File: src/hw/rtl/linear_probe_hash_table_top_assert.svh
// assertion macros for the hash table block
`ifndef LINEAR_PROBE_HASH_TABLE_TOP_ASSERT_SVH
`define LINEAR_PROBE_HASH_TABLE_TOP_ASSERT_SVH

`ifndef SYNTHESIS

// property must hold at every clock edge outside reset
`define LPHT_ASSERT(label, clk, rst, prop, msg) \
   label: assert property (@(posedge clk) disable iff (rst) (prop)) else $error(msg);

// condition must never be seen outside reset
`define LPHT_NEVER(label, clk, rst, cond, msg) \
   label: assert property (@(posedge clk) disable iff (rst) !(cond)) else $error(msg);

`else

`define LPHT_ASSERT(label, clk, rst, prop, msg)

`define LPHT_NEVER(label, clk, rst, cond, msg)

`endif

`endif

File: src/hw/rtl/lpht_pkg.sv
package lpht_pkg;

   localparam int DEF_SLOTS       = 128;
   localparam int DEF_KEY_WIDTH   = 32;
   localparam int DEF_VALUE_WIDTH = 32;

   // port field widths
   localparam int OP_BITS     = 2;
   localparam int KEY_BITS    = 32;
   localparam int VALUE_BITS  = 32;
   localparam int STATUS_BITS = 3;
   localparam int TOTAL_BITS  = 8;

   localparam logic [OP_BITS-1:0] OP_INSERT = 2'd0;
   localparam logic [OP_BITS-1:0] OP_REMOVE = 2'd1;
   localparam logic [OP_BITS-1:0] OP_LOOKUP = 2'd2;
   localparam logic [OP_BITS-1:0] OP_CLEAR  = 2'd3;

   localparam logic [STATUS_BITS-1:0] ST_ADDED   = 3'd0;
   localparam logic [STATUS_BITS-1:0] ST_FOUND   = 3'd1;
   localparam logic [STATUS_BITS-1:0] ST_MISSING = 3'd2;
   localparam logic [STATUS_BITS-1:0] ST_FULL    = 3'd3;
   localparam logic [STATUS_BITS-1:0] ST_BADKEY  = 3'd4;

   // residue unit consumes this many key bits a cycle
   localparam int RES_DIGIT = 4;

   typedef struct packed {
      logic clear;
      logic load_key;
      logic load_value;
      logic erase;
   } cell_cmd_type;

endpackage

File: src/hw/rtl/lpht_residue.sv
module lpht_residue #(
   parameter int KEY_WIDTH = 32,
   parameter int SLOTS     = 128
) (
   input  logic                       clock,
   input  logic                       reset,
   input  logic                       start,
   input  logic [KEY_WIDTH-1:0]       key,
   output logic [$clog2(SLOTS)-1:0]   home,
   output logic                       done
);
   import lpht_pkg::*;

   localparam int SLOT_BITS = $clog2(SLOTS);
   localparam bit IS_POW2   = (SLOTS & (SLOTS - 1)) == 0;
   localparam int STEPS     = (KEY_WIDTH + RES_DIGIT - 1) / RES_DIGIT;
   localparam int PAD       = STEPS * RES_DIGIT;
   localparam int STEP_BITS = $clog2(STEPS + 1);

   logic [STEP_BITS-1:0] steps_ff, steps_in;

   always_comb begin
      if (start) begin
         steps_in = IS_POW2 ? '0 : STEP_BITS'(STEPS);
      end else if (steps_ff != '0) begin
         steps_in = steps_ff - 1'b1;
      end else begin
         steps_in = steps_ff;
      end
   end

   always_ff @(posedge clock) begin
      if (reset) begin
         steps_ff <= '0;
      end else begin
         steps_ff <= steps_in;
      end
   end

   assign done = (steps_ff == '0);

   generate
      if (IS_POW2) begin : g_mask
         logic [SLOT_BITS-1:0] home_ff;

         always_ff @(posedge clock) begin
            if (start) begin
               home_ff <= SLOT_BITS'(key);
            end
         end

         assign home = home_ff;
      end else begin : g_iter
         logic [PAD-1:0]       shift_ff;
         logic [SLOT_BITS-1:0] rem_ff, rem_in;

         // one key digit a cycle, most significant first, conditional subtract per bit
         always_comb begin
            logic [SLOT_BITS:0]   t;
            logic [SLOT_BITS-1:0] r;
            r = rem_ff;
            for (int j = 0; j < RES_DIGIT; j++) begin
               t = {r, shift_ff[PAD-1-j]};
               if (t >= (SLOT_BITS+1)'(SLOTS)) begin
                  t = t - (SLOT_BITS+1)'(SLOTS);
               end
               r = t[SLOT_BITS-1:0];
            end
            rem_in = r;
         end

         always_ff @(posedge clock) begin
            if (start) begin
               shift_ff <= PAD'(key);
               rem_ff   <= '0;
            end else if (steps_ff != '0) begin
               shift_ff <= shift_ff << RES_DIGIT;
               rem_ff   <= rem_in;
            end
         end

         assign home = rem_ff;
      end
   endgenerate

endmodule

File: config.mk
export PLATFORM = sky130hd
export DESIGN_NAME = lpht_residue
export DESIGN_NICKNAME = d
export VERILOG_FILES = /design/src/hw/rtl/linear_probe_hash_table_top_assert.svh /design/src/hw/rtl/lpht_pkg.sv /design/src/hw/rtl/lpht_residue.sv
export SDC_FILE = /design/constraint.sdc
export NUM_CORES = 1
export LEC_CHECK = 0
export ABC_AREA = 1
export BUFFER_PORTS_ARGS = -buffer_cell sky130_fd_sc_hd__buf_2
export CORE_MARGIN = 2
export CORE_UTILIZATION = 25
export CTS_CLUSTER_SIZE = 8
export DETAILED_ROUTE_END_ITERATION = 8
export HOLD_SLACK_MARGIN = 0.03
export PLACE_DENSITY_LB_ADDON = 0.12
export SLEW_MARGIN = 20
export SYNTH_ARGS = -nofsm -noshare
export SYNTH_HDL_FRONTEND = slang
export SYNTH_SLANG_ARGS = --single-unit
File: constraint.sdc
create_clock -name clock -period 3.2 [get_ports clock]
set_input_delay 0.64 -clock clock [delete_from_list [all_inputs] [get_ports clock]]
set_output_delay 0.64 -clock clock [all_outputs]
set_load 0.005 [all_outputs]
==> flow_metrics.tcl, run 1 <==
set metrics [dict create \
    p_sw_frac 0.1841 \
    yosysWarnings 0 \
    cap_violations 0 \
    clkSinkCount 11 \
    p_per_area_mw_per_mm2 475.2 \
    n_antenna_cell 0 \
    wl_per_cell_um 8.890 \
    port_buffers 17 \
    synth.area.top_cells "edfxtp_1 (50%), dfxtp_1 (19%), nor2_2 (7.4%), nand2_1 (4.4%), nand3_1 (3.6%)" \
    final_common_cell "buf_2" \
    status "finished, final reports clean" \
    p_leak_nw 0.2465 \
    postRouteAntennaNets 0 \
    fp.dieW_um 45.13 \
    rows 14 \
    relSlewSlack 0.8854 \
    grt_antenna_before_repair 0 \
    vias_per_cell 4.096 \
    switchingPower_mw 0.04849 \
    worstHoldPathType "register to register" \
    clock.fmax_mhz 539.3 \
    syn_nets 72 \
    comb_power_share 0.056 \
    cp_slowest_cell "dfxtp_1" \
    grt-busiest-layer "met2" \
    cp-end-kind "output port" \
    yosys_register_bits 11 \
    core_area_mm2 0.001541 \
    vias 299 \
    cp.arrival_ns 1.21 \
    layout_common_cells "buf_2 (17), edfxtp_1 (7), nor2_2 (5), nand2_1 (5), dfxtp_1 (4)" \
    path_class "register to output port" \
    die_h_um 45.13 \
    numCtsBuffers 3 \
    gp_congestion 0.6482 \
    clock_latency_ns 0.26 \
    synth_cell_types 13 \
    cp.buffers_inverters 3 \
    fin_nets 94 \
    start_util 0.2744 \
    finalSetupViolations 0 \
    grt-ovfl-total 0 \
    start_kind "register" \
    track_usage 0.07368 \
    grt_util_met3 0.03600 \
    grt_pass1_wl_mm 1.028 \
    yosysTopAreaCell "edfxtp_1" \
    cts_root_buffer "clkbuf_4" \
    path_max_fanout 5 \
    htreeDepth 1 \
    cts_resized 0 \
    worst_hold_slack_ns 0.4934 \
    wl_um 649 \
    drc 0 \
    final_area_um2 554.3 \
    pin_count 43 \
    period_share 0.5794 \
    cp_slowest_stage_delay_ns 0.36 \
    min_period_ns 1.854 \
    synthCells 36 \
    dpl_cell_area_um2 528.0 \
    ys_seq_area_frac 0.6864 \
    drv_slew 0 \
    critPathTopFamily "flip-flops" \
    clkTransAtPathRegs_ns 0.06 \
    internal-power_mw 0.2149 \
    drive_gt1_frac 0.4912 \
    grt_use_met2 0.1229 \
    finalCoreUtilization 0.3596 \
    post_cts_buffers 0 \
    ctsHoldBuffers 0 \
    rsz0062_at_grt "false" \
    fillCellCount 161 \
    clock_skew_ns 0.004686 \
    drt_iter0_drc 2 \
    worstMarginPinSlew_ns 0.1713 \
    area_growth_syn_to_layout_pct 31.07 \
    drtPass1Iterations 2 \
    syn_avg_cell_area_um2 11.75 \
    p_clk_frac 0.337 \
    ir_drop_uv 129.3 \
    syn_area_um2 422.9 \
    final.setup.tns_ns 0 \
    worstPathRequired_ns 2.56 \
    first_global_vias 295 \
    tritoncts "yes" \
    dieArea_mm2 0.002037 \
    hold_viol 0 \
    crit_chain "clkinv_4, ha_1, nand2_2, inv_2, buf_2" \
    clk_path_buf_depth 2 \
    synth_top_area_share 0.4970 \
    seqPwrFrac 0.607 \
    grt_max_degree 9 \
    use_met1 0.06948 \
]
## logic make-up (layout without fill, tap and decap cells)
group	count (synthesis)	count (layout)	share of synthesized area
fa+ha+maj	1	1	0.02958
xor+xnor	1	1	0.02071
flops	11	11	0.6864
buf+inv	5	26	0.05621
simple gates	17	17	0.1953
compound gates	1	1	0.01182
## worst paths after layout
path / to / from / slack (ns) / cells past startpoint
worst min register to register: steps_ff[3] / steps_ff[3] / 0.49 / 2
worst max register to register: steps_ff[0] / steps_ff[0] / 2.14 / 6
worst max-delay path: done / steps_ff[0] / 1.35 / 5
worst min-delay path: steps_ff[3] / steps_ff[3] / 0.49 / 2
## sequential cells by signal, indices dropped and copies added (netlist names)
register	count
steps_ff	4
home	7
## worst reg2reg max path, stage by stage, from the launching register on
cell and delay, ns:
dfxtp_1 0.36, clkinv_4 0.08, ha_1 0.25, nand2_2 0.10, inv_2 0.05, nor2_2 0.08, nor2_2 0.03
## through the flow
step / std cells / total power, mW / setup slack (ns)
5_1_grt: 73 / 0.2786 / 1.277
3_5_place_dp: 69 / 0.1786 / 1.619
3_3_place_gp: 69 / 0.1785 / 1.610
6_report: 73 / 0.2634 / 1.346
2_1_floorplan: 36 / 0.1653 / 1.768
4_1_cts: 73 / 0.2697 / 1.325
## final cells by class
type / count / area [um2] / share of cell area
multi-input cells: 20 / 108.9 / 0.1964
repair buffers: 17 / 85.08 / 0.1535
well taps: 16 / 20.02 / 0.03612
inverters: 5 / 23.77 / 0.04289
clock buffers: 4 / 26.28 / 0.04740
flip-flops and latches: 11 / 290.3 / 0.5237
## synthesized netlist by cell type
cell type  n
nand2_1    5
a21oi_1    1
nand3_1    3
nand2_2    1
edfxtp_1   7
nor2_1     3
dfxtp_1    4
ha_1       1
inv_1      3
nor2_2     5
clkinv_4   1
inv_2      1
xnor2_1    1
## metal layers
layer | vias up | wire length (um)
met2 | 13 | 282
met4 | 0 | 6
li1 | 157 | -
met1 | 127 | 290
met5 | - | 0
met3 | 2 | 69
## power groups by stage
stage / logic (mW) / registers [mW] / clock network [mW]
floorplan: 0.000530 / 0.165 / 0
finish: 0.0149 / 0.160 / 0.0887
global placement: 0.0154 / 0.163 / 0
CTS: 0.0155 / 0.160 / 0.0943
global route: 0.0163 / 0.161 / 0.102
detailed placement: 0.0155 / 0.163 / 0
Power figures use the tool's default switching activity.
==> inputs of run 2 (changes only) <==
clock period = 1.6 ns   (was 3.2 ns; I/O delays follow)
==> run 2 against run 1 <==
Non-clock buffer count unchanged. Die area stayed put. Sequential power grew 100%. Cell count stayed put. Clock power increased by 100%. Critical path depth unchanged. Global-route usage is the same. Worst setup slack worse by 1.2 ns. Via count stayed put.
==> flow_metrics.tcl, run 2 (synthesized netlist as in run 1, its figures left out) <==
set metrics [dict create \
    crit_chain "clkinv_4, ha_2, nand2_2, inv_2, buf_2" \
    rsz0062_at_grt "false" \
    die_h_um 45.13 \
    worstMarginPinSlew_ns 0.1714 \
    cp-end-kind "output port" \
    clock_latency_ns 0.26 \
    cts_resized 0 \
    drtPass1Iterations 2 \
    final.setup.tns_ns 0 \
    fin_nets 94 \
    clk_path_buf_depth 2 \
    finalCoreUtilization 0.3612 \
    vias 299 \
    cp.buffers_inverters 3 \
    pin_count 43 \
    track_usage 0.07368 \
    drv_slew 0 \
    final_common_cell "buf_2" \
    tritoncts "yes" \
    largest_reg_flops 7 \
    cp_slowest_stage_delay_ns 0.36 \
    status "finished, final reports clean" \
    vias_per_cell 4.096 \
    path_max_fanout 5 \
    grt_pass1_wl_mm 1.028 \
    worst_hold_slack_ns 0.2331 \
    wl_per_cell_um 8.863 \
    relSlewSlack 0.8853 \
    path_class "register to output port" \
    critPathTopFamily "flip-flops" \
    cp_slowest_cell "dfxtp_1" \
    core_area_mm2 0.001541 \
    clock_skew_ns 0.004686 \
    cp.arrival_ns 1.16 \
    drive_gt1_frac 0.5088 \
    fp.dieW_um 45.13 \
    start_util 0.2744 \
    finalSetupViolations 0 \
    grt-ovfl-total 0 \
    clock.fmax_mhz 676.7 \
    drt_iter0_drc 2 \
    numCtsBuffers 3 \
    clkSinkCount 11 \
    min_period_ns 1.478 \
    worstPathRequired_ns 1.28 \
    grt_antenna_before_repair 0 \
    gp_congestion 0.6482 \
    p_leak_nw 0.2455 \
    ctsHoldBuffers 0 \
    start_kind "register" \
    wl_um 647 \
    worstHoldPathType "primary input to register" \
    post_cts_buffers 0 \
    htreeDepth 1 \
    grt_max_degree 9 \
    n_antenna_cell 0 \
    hold_viol 0 \
    cts_root_buffer "clkbuf_4" \
    p_per_area_mw_per_mm2 946.2 \
    clkTransAtPathRegs_ns 0.07 \
    postRouteAntennaNets 0 \
    port_buffers 17 \
    period_share 0.9236 \
    first_global_vias 295 \
    rows 14 \
    drc 0 \
    layout_common_cells "buf_2 (17), edfxtp_1 (7), nor2_2 (5), nand2_1 (5), dfxtp_1 (4)" \
    area_growth_syn_to_layout_pct 31.66 \
    cap_violations 0 \
    ir_drop_uv 258.5 \
    dieArea_mm2 0.002037 \
]
[run 2: final timing paths]
| check | start | endpoint | cells after the start | slack [ns] |
|---|---|---|---|---|
| min reg2reg | steps_ff[3] | steps_ff[3] | 2 | 0.49 |
| max reg2reg | steps_ff[0] | steps_ff[1] | 5 | 0.59 |
| max | steps_ff[0] | done | 5 | 0.12 |
| min | key[1] | home[1] | 1 | 0.23 |
[run 2: cell type report]
class | count | area, um2
Clock buffer | 4 | 26.28
Fill cell | 161 | 984.7
Inverter | 5 | 23.77
Multi-Input combinational cell | 20 | 111.4
Sequential cell | 11 | 290.3
Tap cell | 16 | 20.02
Timing Repair Buffer | 17 | 85.08
[run 2: worst register-to-register path, cell delays in order (launching register included)]
cell      delay [ns]
dfxtp_1         0.36
clkinv_4        0.08
ha_2            0.30
inv_1           0.04
nor2_2          0.10
nor2_2          0.03
[run 2: metrics by stage]
step	total power [mW]	cell area [um2]	instances	setup slack (ns)
after CTS	0.5393	554.3	73	0.04549
after global placement	0.3570	528.0	69	0.3302
final	0.5268	556.8	73	0.1223
after global routing	0.5572	556.8	73	0.05774
after detailed placement	0.3572	528.0	69	0.3388
after floorplan	0.3305	422.9	36	0.4880
[run 2: power by group]
part / internal (mW) / switching, mW
logic: 0.0166 / 0.0131
clock network: 0.0961 / 0.0813
registers: 0.317 / 0.00253
[run 2: routing by layer]
metal	vias up	share of wire	track usage
li1	157	-	-
met1	127	0.45	0.06948
met2	13	0.44	0.1229
met3	2	0.11	0.03600
met4	0	0.0093	0.05294
met5	-	0	0
