File: config.mk
export PLATFORM = sky130hd
export DESIGN_NAME = lpht_cell
export DESIGN_NICKNAME = d
export VERILOG_FILES = /design/src/hw/rtl/linear_probe_hash_table_top_assert.svh /design/src/hw/rtl/lpht_pkg.sv /design/src/hw/rtl/lpht_cell.sv
export SDC_FILE = /design/constraint.sdc
export NUM_CORES = 1
export LEC_CHECK = 0
export BUFFER_PORTS_ARGS = -buffer_cell sky130_fd_sc_hd__buf_2
export CAP_MARGIN = 40
export CORE_MARGIN = 1.5
export CORE_UTILIZATION = 38
export CTS_BUF_LIST = sky130_fd_sc_hd__clkbuf_8
export DETAILED_ROUTE_END_ITERATION = 6
export HOLD_SLACK_MARGIN = 0.15
export PLACE_DENSITY = 0.72
export SETUP_SLACK_MARGIN = 0.5
export SYNTH_ARGS = -nofsm -noshare
export SYNTH_HDL_FRONTEND = slang
export SYNTH_SLANG_ARGS = --single-unit
File: constraint.sdc
create_clock -name clock -period 1.4 [get_ports clock]
set_clock_uncertainty 0.05 [all_clocks]
set_input_delay 0.07 -clock clock [delete_from_list [all_inputs] [get_ports clock]]
set_output_delay 0.07 -clock clock [all_outputs]
set_load 0.005 [all_outputs]
File: src/hw/rtl/linear_probe_hash_table_top_assert.svh
// assertion macros for the hash table block
`ifndef LINEAR_PROBE_HASH_TABLE_TOP_ASSERT_SVH
`define LINEAR_PROBE_HASH_TABLE_TOP_ASSERT_SVH

`ifndef SYNTHESIS

// property must hold at every clock edge outside reset
`define LPHT_ASSERT(label, clk, rst, prop, msg) \
   label: assert property (@(posedge clk) disable iff (rst) (prop)) else $error(msg);

// condition must never be seen outside reset
`define LPHT_NEVER(label, clk, rst, cond, msg) \
   label: assert property (@(posedge clk) disable iff (rst) !(cond)) else $error(msg);

`else

`define LPHT_ASSERT(label, clk, rst, prop, msg)

`define LPHT_NEVER(label, clk, rst, cond, msg)

`endif

`endif

File: src/hw/rtl/lpht_pkg.sv
package lpht_pkg;

   localparam int DEF_SLOTS       = 128;
   localparam int DEF_KEY_WIDTH   = 32;
   localparam int DEF_VALUE_WIDTH = 32;

   // port field widths
   localparam int OP_BITS     = 2;
   localparam int KEY_BITS    = 32;
   localparam int VALUE_BITS  = 32;
   localparam int STATUS_BITS = 3;
   localparam int TOTAL_BITS  = 8;

   localparam logic [OP_BITS-1:0] OP_INSERT = 2'd0;
   localparam logic [OP_BITS-1:0] OP_REMOVE = 2'd1;
   localparam logic [OP_BITS-1:0] OP_LOOKUP = 2'd2;
   localparam logic [OP_BITS-1:0] OP_CLEAR  = 2'd3;

   localparam logic [STATUS_BITS-1:0] ST_ADDED   = 3'd0;
   localparam logic [STATUS_BITS-1:0] ST_FOUND   = 3'd1;
   localparam logic [STATUS_BITS-1:0] ST_MISSING = 3'd2;
   localparam logic [STATUS_BITS-1:0] ST_FULL    = 3'd3;
   localparam logic [STATUS_BITS-1:0] ST_BADKEY  = 3'd4;

   // residue unit consumes this many key bits a cycle
   localparam int RES_DIGIT = 4;

   typedef struct packed {
      logic clear;
      logic load_key;
      logic load_value;
      logic erase;
   } cell_cmd_type;

endpackage

File: src/hw/rtl/lpht_cell.sv
module lpht_cell #(
   parameter int KEY_WIDTH   = 32,
   parameter int VALUE_WIDTH = 32,
   parameter int SLOT_BITS   = 7,
   parameter int INDEX       = 0
) (
   input  logic                     clock,
   input  logic                     reset,
   input  logic                     cmp_en,
   input  logic [KEY_WIDTH-1:0]     cmp_key,
   input  logic [SLOT_BITS-1:0]     home,
   input  lpht_pkg::cell_cmd_type   cmd,
   input  logic [KEY_WIDTH-1:0]     wr_key,
   input  logic [VALUE_WIDTH-1:0]   wr_value,
   output logic                     match,
   output logic                     free,
   output logic [VALUE_WIDTH-1:0]   hit_value
);
   import lpht_pkg::*;

   logic [KEY_WIDTH-1:0]   key_ff, key_in;
   logic [VALUE_WIDTH-1:0] value_ff;
   logic                   match_ff, match_in;
   logic                   empty_ff, empty_in;

   always_comb begin
      priority if (cmd.clear || cmd.erase) begin
         key_in = '0;
      end else if (cmd.load_key) begin
         key_in = wr_key;
      end else begin
         key_in = key_ff;
      end
      // compare flags are taken at request acceptance and hold until the next one
      match_in = cmp_en ? (key_ff == cmp_key) : match_ff;
      empty_in = cmp_en ? (key_ff == '0) : empty_ff;
   end

   always_ff @(posedge clock) begin
      if (reset) begin
         key_ff   <= '0;
         match_ff <= 1'b0;
         empty_ff <= 1'b0;
      end else begin
         key_ff   <= key_in;
         match_ff <= match_in;
         empty_ff <= empty_in;
      end
   end

   always_ff @(posedge clock) begin
      if (cmd.load_value) begin
         value_ff <= wr_value;
      end
   end

   assign match     = match_ff;
   assign free      = empty_ff && (SLOT_BITS'(INDEX) >= home);
   assign hit_value = match_ff ? value_ff : '0;

endmodule

==> results.md, run 1 <==
- HP Class: in2reg
- Worst Path Arrival: 1.67 ns
- Top cells by area, synth: edfxtp_1 34%, dfxtp_1 24%, mux2i_1 11%
- DR vias/cell: approximately 4.6
- Crit Path Max Fanout: 2
- Most common cell in the netlist: dfxtp_1
- Crit path largest cell delay: ~0.52 ns
- Total Nets Final: 570
- P_int: around 3.5 mW
- Post-synth top cells: 34 x dfxtp_1, 33 x nor2_1, 32 x and2_1, 32 x edfxtp_1, 32 x mux2i_1
- Synth Instances: ~240
- Area Overhead vs Synth: 68.6%
- Die area: a little under 8000 µm²
- Die Wd: around 90 µm
- Initial core utilization: 39.0%
- CP Buf/Inv Count: 0
- Synth top area share: between 30% and 40%
- Port Buf Inserts: approximately 140
- DRC: 0
- Total grt overflow: 0
- Hold worst-path end: empty_ff
- Status: finished, violations left
- Pre-antenna DRT Iters: 4
- Num CTS Buffers: 9
- Clock Power Share: roughly two fifths
- Row count: 31
- Crit path capture type: flip-flop
- DR WL/cell: around 14 µm
- Cells on worst reg2reg path: 4
- Layout cells sized above 1: 43.7%
- Top delay family on crit path: simple AND/OR/NAND/NOR gates
- Number of distinct library cells after synthesis: 22
- I/O pins: 144
- Number of synthesized flops with an enable pin: 32
- Power share of the sequential group: between 40% and 50%
- Core region area: approximately 7200 µm²
- Max frequency: around 690 MHz
- Main flop type after synthesis: dfxtp_1
- YS warnings: 0
- Sequential area share after synthesis: around three fifths
- Chip Height: roughly 90 µm
- Worst-path cell chain: or4_4 > nor4_2 > nand4_1 > a21oi_1
- DRT antenna net count: 0
- FF-to-FF Start: key_ff[13]
- Peak VDD IR: 0.517 mV
- Worst min-delay path startpoint: reset
- R2r setup slk: -0.06 ns
- H-tree Lvls: 3
- Syn Area/Cell: 12.0 µm²
- Hold Fails Final Rpt: 1
- RSZ-0062 raised after global routing: yes
- Vias: approximately 2600
- Critical Path Start Type: flip-flop
- Normalized max-slew margin: about 68%
- Reg-to-reg critical path endpoint: empty_ff
- Pleak: 2.18 nW
- Sink Count: 66
- Post-DP Area: between 3000 and 4000 µm²
- Worst Setup Slack, final: -0.0577 ns
- Post-Syn Nets: 345
- Hold path cells: 2
- P per Cell Area: around 940 nW/µm²
- Hold_buf cts: 65
- Fin crit share: 104%
- DR iter-0 viols: 28
- Vias in the first global route: ~2600
- Pre-CTS setup slack: -0.0805 ns
- Global placer's final weighted congestion: approximately 0.79
- CP Data Required Time: roughly 1.6 ns
- Minimum period implied by the final worst setup slack: 1.46 ns
- Async S/R FF share, synth: 0%
- Count of pins over their slew limit: 0
- Endpoints failing setup: 1
- Tot GR Track Use: approximately a fifth
- Dpl hpwl: between 5 and 6 mm
- Worst-margin pin slew: between 0.4 and 0.5 ns
- Filler instances: 546
- Combinational share of power: between 10 and 15%
- Critical path type: reg2reg
- Max-Cap Viols: 0
- Slowest-stage cell, CP: or4_4
- CTS root buf: clkbuf_8
- Number of synthesized register bits: 66
- Hold_ws: -0.0825 ns
- Total Wirelength: between 8 and 9 mm
- Final instance area: roughly 4700 µm²
- Net Sw Power: about 0.96 mW
- First-pass GRT wire length: around 12 mm
- Clock tree buffer depth: 2
- CTS tree: done
- CTS clock-pin slew for the worst setup and hold paths: 0.07 ns
- Switching share of power: a little over a fifth
- Largest net degree at the start of global routing: 33
- Initial antenna violation count: 0
- Area leader, netlist: edfxtp_1
- Failing checks: hold timing, setup timing
- Worst-skew pair later-pin latency: approximately 0.34 ns
- Mapped Area: 2810 µm²
routing by layer:
metal | vias up | routed length [µm] | GRT usage [%]
met5 | - | 0 | 0
met4 | 0 | 133 | 6.43
met3 | 11 | 506 | 6.00
met2 | 112 | 4250 | 40.3
met1 | 1197 | 3210 | 21.3
li1 | 1272 | - | -
cell type report:
| cell class | instances | area (µm²) | area share [%] |
|---|---|---|---|
| well taps | 99 | 124 | 2.61 |
| flip-flops and latches | 66 | 1660 | 35.0 |
| clock buffers | 9 | 124 | 2.61 |
| clock inverters | 7 | 92.6 | 1.95 |
| diodes | 1 | 2.50 | 0.0528 |
| multi-input cells | 158 | 1180 | 25.0 |
| repair buffers | 225 | 1550 | 32.7 |
through the flow:
stage          std cells  total power, mW  hold WS [ns]  TNS [ns]  util, %
6_report             565             4.43       -0.0825   -0.0577     65.7
5_1_grt              564             4.63       -0.0877    -0.285     65.6
4_1_cts              564             4.47        -0.104   -0.0575     65.6
3_5_place_dp         481             2.59         0.199   -0.0969     52.0
3_3_place_gp         481             2.58         0.197   -0.0441     52.0
2_1_floorplan        235             2.36        0.0891         0        -
worst max-delay path by stage:
stage,start,slack [ns],endpoint,depth (start not counted)
2_1_floorplan,key_ff[13],0.09,empty_ff,4
3_3_place_gp,key_ff[3],-0.04,empty_ff,5
3_5_place_dp,key_ff[12],-0.08,empty_ff,5
4_1_cts,key_ff[13],-0.06,empty_ff,4
5_1_grt,key_ff[13],-0.09,empty_ff,4
6_report,key_ff[13],-0.06,empty_ff,4
repair_timing:
| action | 4_1_cts | 5_1_grt |
|---|---|---|
| setup buffers | 1 | 0 |
| pin swaps | 13 | 0 |
| setup endpoints to repair | 36 | 36 |
| cloned | 1 | 0 |
| hold endpoints to repair | 66 | 2 |
| gates resized for setup | 16 | 1 |
cell families (layout without fill, tap and decap cells):
family          after synthesis  in the layout  synth area share, %
buf+inv                      11            241                 1.60
xor+xnor                     32             32                 9.97
mux                          32             32                 11.4
simple gates                 92             92                 18.3
flops                        66             66                 58.4
compound gates                2              2                0.356
other cells                   0              1                    0
power by group through the flow:
stage	registers [mW]	logic, mW	clock network (mW)
after floorplan	2.19	0.172	0
after global placement	2.20	0.383	0
after detailed placement	2.20	0.390	0
after CTS	2.16	0.544	1.77
after global routing	2.17	0.594	1.86
final	2.16	0.548	1.72
cells in the final DEF, fill, tap and decap left out:
cell type,instances
buf_2,143
dlygate4sd3_1,65
nor2_1,33
and2_1,32
mux2i_1,32
edfxtp_1,32
xnor2_1,20
dfxtp_1,19
dfxtp_2,15
buf_4,12
xor2_1,9
clkbuf_8,9
nand4_1,8
nor4_1,5
nor4_2,5
xnor2_2,3
clkinv_2,3
nor4b_2,2
bufinv_16,2
buf_12,2
buf_6,2
diode_2,1
and4b_1,1
or3_1,1
nand3_1,1
or3b_2,1
o21ai_1,1
nand2b_1,1
nor3_1,1
or4_4,1
a21oi_1,1
inv_6,1
clkinv_4,1
bufbuf_16,1
registers in the layout (all words and copies together) (netlist names):
register,count
empty_ff,1
match,1
key_ff,32
value_ff,32
Power figures use the tool's default switching activity.
==> inputs of run 2 (changes only) <==
--- a/config.mk
+++ b/config.mk
@@ -10,8 +10,9 @@
 export CORE_MARGIN = 1.5
 export CORE_UTILIZATION = 38
 export CTS_BUF_LIST = sky130_fd_sc_hd__clkbuf_8
+export CTS_CLUSTER_SIZE = 20
 export DETAILED_ROUTE_END_ITERATION = 6
-export HOLD_SLACK_MARGIN = 0.15
+export HOLD_SLACK_MARGIN = 0.02
 export PLACE_DENSITY = 0.72
 export SETUP_SLACK_MARGIN = 0.5
 export SYNTH_ARGS = -nofsm -noshare
==> run 2 against run 1 <==
The run ends with setup timing left. Die area did not move. Largest cell class unchanged. Fmax fell by 0.10%. Final area rose by 0.21%. Critical endpoint unchanged. Clock power barely moved. Highest routed layer unchanged.
==> results.md, run 2 (same netlist as run 1, synthesis figures left out) <==
- First-pass GRT wire length: 12.0 mm (unchanged)
- CTS root buf: clkbuf_8 (unchanged)
- Max-Cap Viols: 0 (unchanged)
- Num CTS Buffers: 9 (unchanged)
- Row count: 31 (unchanged)
- Pleak: 2.19 nW (was 2.18 nW)
- Total Wirelength: 8.11 mm (was 8.09 mm)
- DR WL/cell: 14.3 µm (about the same)
- I/O pins: 144 (unchanged)
- RSZ-0062 raised after global routing: yes (unchanged)
- Core region area: 7210 µm² (unchanged)
- Hold worst-path end: match (was empty_ff)
- Clock tree buffer depth: 2 (unchanged)
- Max frequency: 685 MHz (was 686 MHz)
- Status: finished, violations left (unchanged)
- P_int: 3.47 mW (about the same)
- Crit path capture type: flip-flop (unchanged)
- Minimum period implied by the final worst setup slack: 1.46 ns (about the same)
- Total grt overflow: 0 (unchanged)
- Clock Power Share: 38.9% (about the same)
- Endpoints failing setup: 1 (unchanged)
- Die area: 7920 µm² (unchanged)
- Fin crit share: 104% (about the same)
- Reg-to-reg critical path endpoint: empty_ff (unchanged)
- Die Wd: 89.0 µm (unchanged)
- Worst min-delay path startpoint: reset (unchanged)
- Most frequent cells in the layout: 143 x buf_2, 66 x dlygate4sd3_1, 33 x nor2_1 (was 143 x buf_2, 65 x dlygate4sd3_1, 33 x nor2_1)
- DRT antenna net count: 0 (unchanged)
- Worst-margin pin slew: 0.471 ns (about the same)
- Top Registers: key_ff x32, value_ff x32 (unchanged)
- Crit Path Max Fanout: 2 (unchanged)
- Largest net degree at the start of global routing: 33 (unchanged)
- Critical Path Start Type: flip-flop (unchanged)
- Failing checks: setup timing (was hold timing, setup timing)
- Layout cells sized above 1: 43.6% (was 43.7%)
- Hold_ws: 0.0154 ns (was -0.0825 ns)
- Power share of the sequential group: 48.7% (about the same)
- Tot GR Track Use: 20.7% (unchanged)
- Worst Path Arrival: 1.67 ns (about the same)
- CTS tree: done (unchanged)
- Hold path cells: 4 (was 2)
- HP Class: in2reg (unchanged)
- Final setup TNS: -0.0592 ns (was -0.0577 ns)
- Area Overhead vs Synth: 69.0% (was 68.6%)
- Worst-skew pair later-pin latency: 0.34 ns (about the same)
- R2r setup slk: -0.06 ns (about the same)
- Peak VDD IR: 0.516 mV (was 0.517 mV)
- P per Cell Area: 935 nW/µm² (was 936 nW/µm²)
- Global placer's final weighted congestion: 0.794 (unchanged)
- Net Sw Power: 0.968 mW (was 0.964 mW)
- Vias in the first global route: 2613 (was 2614)
- Dpl hpwl: 5.31 mm (unchanged)
- Total Nets Final: 571 (was 570)
- Final instance area: 4750 µm² (was 4740 µm²)
- H-tree Lvls: 3 (unchanged)
- Switching share of power: 21.8% (was 21.7%)
- Count of pins over their slew limit: 0 (unchanged)
- DR iter-0 viols: 26 (was 28)
- Initial antenna violation count: 0 (unchanged)
- Combinational share of power: 12.4% (about the same)
- Sink Count: 66 (unchanged)
- Pre-antenna DRT Iters: 4 (unchanged)
- Critical path type: reg2reg (unchanged)
- Post-DP Area: 3750 µm² (unchanged)
- DRC: 0 (unchanged)
- Post-layout util: 65.8% (was 65.7%)
- CTS clock-pin slew for the worst setup and hold paths: 0.07 ns (about the same)
- Pre-CTS setup slack: -0.0805 ns (unchanged)
- Most common cell after layout, fill and taps aside: buf_2 (unchanged)
- CP Data Required Time: 1.61 ns (about the same)
- DR vias/cell: 4.58 (was 4.59)
- Worst Setup Slack, final: -0.0592 ns (was -0.0577 ns)
- Chip Height: 89.0 µm (unchanged)
- Normalized max-slew margin: 68.3% (about the same)
- Hold Fails Final Rpt: 0 (was 1)
- Initial core utilization: 39.0% (unchanged)
- Vias: 2595 (was 2592)
- Cells on worst reg2reg path: 4 (unchanged)
- FF-to-FF Start: key_ff[13] (unchanged)
- Port Buf Inserts: 143 (unchanged)
[run 2: changes by cell type in the layout (fill, tap and decap cells not counted), sizes merged]
cell and change:
dlygate4sd3 +1
[run 2: cell type report]
class	count	area (µm²)
fill	545	2470
sequential	66	1660
timing repair buffer	226	1560
multi-input combinational	158	1180
clock buffer	9	124
tap	99	124
clock inverter	7	92.6
antenna	1	2.50
[run 2: worst max-delay path, cell delays in order, from the launching register on]
cell	delay, ns
dfxtp_2	0.33
or4_4	0.52
nor4_2	0.23
nand4_1	0.11
a21oi_1	0.16
[run 2: what timing repair did]
item	CTS	global route
pin swaps	13	0
cloned	1	0
resized for setup	16	1
hold endpoints to repair	66	2
buffers inserted	1	0
hold buffers	65	1
setup endpoints to repair	36	36
[run 2: how the worst max path moves through the flow]
stage,startpoint,endpoint,slack (ns),cells past startpoint
2_1_floorplan,key_ff[13],empty_ff,0.09,4
3_3_place_gp,key_ff[3],empty_ff,-0.04,5
3_5_place_dp,key_ff[12],empty_ff,-0.08,5
4_1_cts,key_ff[13],empty_ff,-0.06,4
5_1_grt,key_ff[13],empty_ff,-0.09,4
6_report,key_ff[13],empty_ff,-0.06,4
[run 2: metal layers]
metal,vias to the layer above,track usage (%),wire length (µm)
met5,-,0,0
met4,0,6.43,128
met3,11,6.00,512
met2,112,40.3,4260
met1,1196,21.3,3210
li1,1276,-,-
[run 2: per-stage QoR]
| step | instances | total power [mW] |
|---|---|---|
| CTS | 564 | 4.47 |
| global placement | 481 | 2.58 |
| finish | 566 | 4.44 |
| global route | 565 | 4.63 |
| floorplan | 235 | 2.36 |
| detailed placement | 481 | 2.59 |
[run 2: power groups by stage]
stage          combinational (mW)  sequential [mW]  clock [mW]
3_5_place_dp                0.390             2.20           0
4_1_cts                     0.544             2.16        1.77
3_3_place_gp                0.383             2.20           0
5_1_grt                     0.596             2.17        1.86
6_report                    0.550             2.16        1.73
2_1_floorplan               0.172             2.19           0
